### src/priority_task_table_defines.svh
// ----------------------------------------------------------------------------
// priority_task_table_defines
// assertion macros of the priority task table rtl
// ----------------------------------------------------------------------------
`ifndef PRIORITY_TASK_TABLE_DEFINES_SVH
`define PRIORITY_TASK_TABLE_DEFINES_SVH

`ifndef ASSERT_OFF
// checked outside reset
`define PTT_ASSERT(lbl, prop) \
  lbl: assert property (@(posedge clk) disable iff (rst) prop) \
    else $error("%m: assertion failed");
// checked on every edge, reset included
`define PTT_ASSERT_ALWAYS(lbl, prop) \
  lbl: assert property (@(posedge clk) prop) \
    else $error("%m: assertion failed");
`else
`define PTT_ASSERT(lbl, prop)
`define PTT_ASSERT_ALWAYS(lbl, prop)
`endif

`endif

### src/ptt_pkg.sv
// ----------------------------------------------------------------------------
// ptt_pkg
// types and constants of the priority task table
// ----------------------------------------------------------------------------
`default_nettype none

package ptt_pkg;

  localparam int unsigned TASK_SLOTS    = 1024;
  localparam int unsigned IDX_BITS      = $clog2(TASK_SLOTS);
  localparam int unsigned ID_BITS       = 10;
  localparam int unsigned OWNER_BITS    = 16;
  localparam int unsigned PRIORITY_BITS = 32;

  typedef enum logic [1:0] {
    KIND_ADD    = 2'd0,
    KIND_EDIT   = 2'd1,
    KIND_REMOVE = 2'd2,
    KIND_EXEC   = 2'd3
  } kind_t;

  typedef struct packed {
    kind_t                      kind;
    logic [OWNER_BITS-1:0]      user_id;
    logic [ID_BITS-1:0]         task_id;
    logic [PRIORITY_BITS-1:0]   priority_req;
  } item_t;

  typedef struct packed {
    logic                  found;
    logic [OWNER_BITS-1:0] owner_out;
  } result_t;

  typedef struct packed {
    logic                     live;
    logic [OWNER_BITS-1:0]    owner;
    logic [PRIORITY_BITS-1:0] prio;
  } entry_t;

  typedef enum logic [2:0] {
    ST_CLEAR,
    ST_IDLE,
    ST_EDIT,
    ST_SCAN,
    ST_SCAN_END,
    ST_EXEC
  } state_t;

  typedef enum logic [2:0] {
    WR_NONE,
    WR_CLEAR,
    WR_ADD,
    WR_REMOVE,
    WR_EDIT,
    WR_TAKE
  } wr_op_t;

  typedef enum logic {
    RD_ITEM,
    RD_CNT
  } rd_sel_t;

  typedef struct packed {
    logic    cnt_clr;
    logic    cnt_inc;
    rd_sel_t rd_sel;
    logic    scan_rd;
    logic    scan_init;
    logic    req_load;
    logic    emit;
    wr_op_t  wr_op;
  } cmd_t;

  typedef struct packed {
    logic cnt_last;
  } status_t;

endpackage

`default_nettype wire

### src/ptt_ctrl.sv
// ----------------------------------------------------------------------------
// ptt_ctrl
// sequencer: clearing pass, edit read-modify-write and execute-top scan
// ----------------------------------------------------------------------------
`default_nettype none

module ptt_ctrl (
  input  wire logic             clk,
  input  wire logic             rst,
  input  wire logic             accept,
  input  wire ptt_pkg::kind_t   kind,
  input  wire ptt_pkg::status_t status,
  output ptt_pkg::cmd_t         cmd,
  output logic                  busy
);

  ptt_pkg::state_t state, state_next;

  always_ff @(posedge clk) begin
    if (rst) begin
      state <= ptt_pkg::ST_CLEAR;
    end else begin
      state <= state_next;
    end
  end

  always_comb begin
    state_next    = state;
    cmd           = '0;
    cmd.rd_sel    = ptt_pkg::RD_ITEM;
    cmd.wr_op     = ptt_pkg::WR_NONE;
    busy          = 1'b1;
    case (state)
      ptt_pkg::ST_CLEAR: begin
        cmd.wr_op   = ptt_pkg::WR_CLEAR;
        cmd.cnt_inc = 1'b1;
        if (status.cnt_last) begin
          state_next = ptt_pkg::ST_IDLE;
        end
      end
      ptt_pkg::ST_IDLE: begin
        busy = 1'b0;
        if (accept) begin
          case (kind)
            ptt_pkg::KIND_ADD:    cmd.wr_op = ptt_pkg::WR_ADD;
            ptt_pkg::KIND_REMOVE: cmd.wr_op = ptt_pkg::WR_REMOVE;
            ptt_pkg::KIND_EDIT: begin
              // read of the slot goes out now, write-back next cycle
              cmd.req_load = 1'b1;
              state_next   = ptt_pkg::ST_EDIT;
            end
            ptt_pkg::KIND_EXEC: begin
              cmd.cnt_clr   = 1'b1;
              cmd.scan_init = 1'b1;
              state_next    = ptt_pkg::ST_SCAN;
            end
            default: state_next = ptt_pkg::ST_IDLE;
          endcase
        end
      end
      ptt_pkg::ST_EDIT: begin
        cmd.wr_op  = ptt_pkg::WR_EDIT;
        state_next = ptt_pkg::ST_IDLE;
      end
      ptt_pkg::ST_SCAN: begin
        cmd.rd_sel  = ptt_pkg::RD_CNT;
        cmd.scan_rd = 1'b1;
        cmd.cnt_inc = 1'b1;
        if (status.cnt_last) begin
          state_next = ptt_pkg::ST_SCAN_END;
        end
      end
      ptt_pkg::ST_SCAN_END: begin
        // last slot is compared in this cycle
        state_next = ptt_pkg::ST_EXEC;
      end
      ptt_pkg::ST_EXEC: begin
        cmd.wr_op  = ptt_pkg::WR_TAKE;
        cmd.emit   = 1'b1;
        state_next = ptt_pkg::ST_IDLE;
      end
      default: state_next = ptt_pkg::ST_CLEAR;
    endcase
  end

endmodule

`default_nettype wire

### config.mk
export PLATFORM = sky130hd
export DESIGN_NAME = ptt_ctrl
export DESIGN_NICKNAME = d
export VERILOG_FILES = /design/src/priority_task_table_defines.svh /design/src/ptt_pkg.sv /design/src/ptt_ctrl.sv
export SDC_FILE = /design/constraint.sdc
export NUM_CORES = 1
export LEC_CHECK = 0
export BUFFER_PORTS_ARGS = -buffer_cell sky130_fd_sc_hd__buf_2
export CORE_AREA = 2 2 39 41
export CTS_CLUSTER_SIZE = 25
export DETAILED_ROUTE_END_ITERATION = 12
export DIE_AREA = 0 0 41 43
export GPL_ROUTABILITY_DRIVEN = 0
export PLACE_DENSITY = 0.5
export SLEW_MARGIN = 20
export SYNTH_ARGS = -nofsm -noshare
export SYNTH_HDL_FRONTEND = slang
export SYNTH_SLANG_ARGS = --single-unit
export TNS_END_PERCENT = 5
### constraint.sdc
create_clock -name clk -period 1.34 [get_ports clk]
set_input_delay 0.402 -clock clk [delete_from_list [all_inputs] [get_ports clk]]
set_output_delay 0.402 -clock clk [all_outputs]
set_load 0.005 [all_outputs]
Word level (Yosys, flattened, before mapping)
Cells that the tools add are included.
Widths: inputs -> output; s select.

word-level totals
  register bits after elaboration = 3
  RAM bits = 0
  latch bits = 0
  word-level logic and storage cells = 36
  bits in read-only memories = 0
  input port bits = 6
  memories kept = 0

cells by class
  eq/ne operators = 12
  multipliers = 0
  bitwise logic cells = 0
  muxes and demuxes = 18
  $add $sub $neg = 0
  reduce and logical (&&, ||, !) cells = 5
  order comparisons = 0
  shifts and indexed selects = 0
  divide/modulo/power cells = 0

operators by type and width
  cell                count
  $pmux 3 s5          1
  $pmux 3 s4          1
  $mux 3              3
  $mux 2              4
  $mux 1              7
  $eq 3x2->1 const B  2
  $eq 3x3->1 const B  2
  $ne 2x2->1 const B  3
  $pmux 3 s2          1
  $eq 2x2->1 const B  2
  $pmux 2 s2          1
  $reduce_and 4->1    1
  $reduce_or 2->1     2
  $eq 3x1->1 const B  1
  $logic_not 3->1     1
  $ne 3x1->1 const B  1
  $eq 2x1->1 const B  1
  $logic_not 2->1     1

Depth between registers and ports, before layout
  word-level depth = 4
  depth in mapped cells = 5

Worst setup path before layout
Ideal clock, no wire load.

  path type = reg-to-output
  start = register state[1]
  end = output cmd[9] (netlist name)
  path slack = -79 ps
  arrival time = 1017 ps
  data required time = 938 ps
  path buffers = 2
  stages on the path, launching flop included = 6
  cells stage by stage = dfxtp_1 > buf_6 > nor3b_4 > nand3_2 > nor2_1 > buf_4

RTL lines
  item                    line            text
  start, declared         ptt_ctrl.sv:17  ptt_pkg::state_t state, state_next;
  start signal, assigned  ptt_ctrl.sv:21  state <= ptt_pkg::ST_CLEAR;
  start signal, assigned  ptt_ctrl.sv:23  state <= state_next;
  end, declared           ptt_ctrl.sv:13  output ptt_pkg::cmd_t cmd,

==> flow_summary.yaml <==
sta:
  tightest_slew_ps: 188
  rsz0062_at_grt: "yes"
  skew_ps: 3.45
  period_share_pct: 117
  finalHoldViolCount: 0
  setup_violations: 11
  max_freq_mhz: 640
  slew-limit-headroom_pct: 87.4
  setup_tns_ps: -1770
  min_period_ps: 1560
  maxSlewViolCount: 0
  finalWorstSetupSlack_ps: -222
drt:
  detail_route.wl_per_cell_um: 8.43
  first_pass_iters: 2
  drc: 0
  ant_nets: 0
  num_vias: 336
  drt_iter0_drc: 1
  totalWireLength_um: 666
  via_per_inst: 4.25
run_status:
  failed_checks: "setup timing"
  status: "finished with violations"
cells_and_area:
  regMostFlops: "state"
  area_delta_synth_final_pct: 63.9
  reg.largest.list: "state x3"
  diodes: 0
  num-fill-cells: 151
  num-nets-final: 70
  largest_reg_flops: 3
  drive_gt1_share_pct: 76.2
clock_tree:
  cts.clk_slew.worst_paths_ps: 40
  clock_latency_ps: 230
  cts_max_level: 1
  cts.sinks: 3
  root_buffer: "clkbuf_4"
  cts_hold_buf: 0
  cts_inserted_buffers: 3
  clockBufferDepth: 2
  tritoncts: "done"
worst_hold_path:
  min_path_type: "input port to register"
  min_from: "rst"
  min_to: "state[1]$_SDFFE_PP0P_"
  holdPathStages: 2
floorplan:
  die_area_um2: 1760
  rows: 14
  die_h_um: 43
  start_util_pct: 22.1
  core_area_um2: 1380
  io-pin-count: 17
  die_w_um: 41
yosys:
  ys_seq_area_share_pct: 19.7
  ys.flop_type: "dfxtp_1"
  mappedNetlistNets: 42
  synth-seq-cells: 3
  synth_common_cells: "nor2_1, inv_1, buf_6, dfxtp_1"
  yosysTopAreaCellShare_pct: 19.7
  yosysTopAreaCell: "dfxtp_1"
  synth-edff-count: 0
  async_flop_share_pct: 0
  synth_area_leaders: "dfxtp_1, buf_6, nor2_1"
  synth.most_common_cell: "nor2_1"
  synth_warnings: 0
  syn_avg_cell_area_um2: 8.48
  synthDistinctLibCells: 21
  netlist_instances: 36
  syn_area_um2: 305
pwr:
  ir_drop_mv: 0.225
  finalPower_uw: 348
  p_leak_uw: 0.000273
  powerDensity_nw_per_um2: 696
global_route:
  antenna_found_initial: 0
  grt.overflow.total: 0
  grt_pass1_vias: 317
  grt_use_total_pct: 10.1
  grt_pass1_wl_um: 1170
  grt_max_degree: 9
job:
  drv_cap: 0
critical_path:
  cp_max_fo: 4
  r2r-end: "state[1]$_SDFFE_PP0P_"
  reg2reg_from: "state[0]$_SDFFE_PP0P_"
  worstSetupEndpointType: "output port"
  cp_data_arrival_time_ps: 1160
  r2r_slack_ps: 210
  r2r_cells: 5
  critPathKind: "register to output port"
  cp.required_ps: 940
  setup.worst_path.start_class: "register"
placement:
  port_buffers: 16
  dp_hpwl_um: 547
worst max path at each step:
stage                               start      to  slack, ps  cells past startpoint
finish              state[0]$_SDFFE_PP0P_  cmd[5]       -220                      4
CTS                 state[2]$_SDFFE_PP0P_  cmd[5]       -240                      4
detailed placement                kind[1]  cmd[0]        -60                      4
global placement                  kind[1]  cmd[0]        -60                      4
global route        state[0]$_SDFFE_PP0P_  cmd[4]       -320                      4
floorplan           state[1]$_SDFFE_PP0P_  cmd[9]        -40                      5
cell type report:
class | instances | area, um2 | area share [%]
clock buffer | 4 | 26.3 | 5.25
inverter | 5 | 18.8 | 3.75
multi-input combinational | 23 | 189 | 37.7
sequential | 3 | 66.3 | 13.2
tap | 16 | 20.0 | 4.00
timing repair buffer | 28 | 180 | 36.0
where the power goes:
group,internal [uW],switching (uW)
sequential,92.3,4.24
combinational,56.4,39.5
clock,111,44.2
total,260,87.9
repair_timing:
| action | in CTS | in global routing |
|---|---|---|
| resized for setup | 5 | 4 |
| pin swaps | 2 | 3 |
| buffers inserted | 2 | 1 |
| endpoints found under the setup margin | 11 | 11 |
cell usage in the layout (no fill, tap or decap):
master    synthesis  final
a21o_1            1      1
nand3_2           1      1
dfxtp_2           0      2
buf_4             2     11
a21oi_2           1      1
clkbuf_1          0      1
nor3_1            1      1
inv_2             0      1
o31a_1            1      1
a41oi_1           1      1
and2b_4           1      1
and3_2            2      2
dfxtp_4           0      1
nor2_2            0      2
nand2b_2          1      1
a21o_2            1      1
a311oi_2          0      1
a21oi_1           1      1
clkbuf_4          0      3
buf_2             0     15
nor3b_4           1      1
and3b_2           1      1
nor2_1            6      4
inv_1             5      4
xor2_1            1      1
a22oi_2           1      1
buf_6             3      2
critical path: stages, from the launching register on:
cell and delay, ps:
dfxtp_2 340, nor3b_4 220, nand3_2 140, nor2_2 110, buf_2 120
routing by layer:
layer  vias up  GRT usage (%)  part of all wire (%)
met3         0           3.14                   4.7
met2         9           15.0                    54
li1        173              -                     -
met5         -              0                     0
met1       154           11.2                    42
met4         0           8.00                     0
cells by family (layout without fill, tap and decap cells):
kind of cell | after synthesis | count (layout) | share of synthesized area, %
flip-flops | 3 | 3 | 19.7
buffers and inverters | 10 | 37 | 22.1
AND/OR/NAND/NOR | 14 | 14 | 32.8
AO/OA/AOI/OAI | 8 | 8 | 22.5
XOR/XNOR | 1 | 1 | 2.87
through the flow:
step                      cell area [um2]  utilization (%)  worst slack, ps  hold slack [ps]  cells
after CTS                             478             34.5             -244              346     78
after detailed placement              427             30.8            -62.3              600     72
final                                 500             36.2             -222              353     79
after global placement                427             30.8            -62.4              600     72
after global routing                  500             36.2             -324              350     79
after floorplan                       308                -            -43.7              464     36
(Power assumes the default switching activity.)
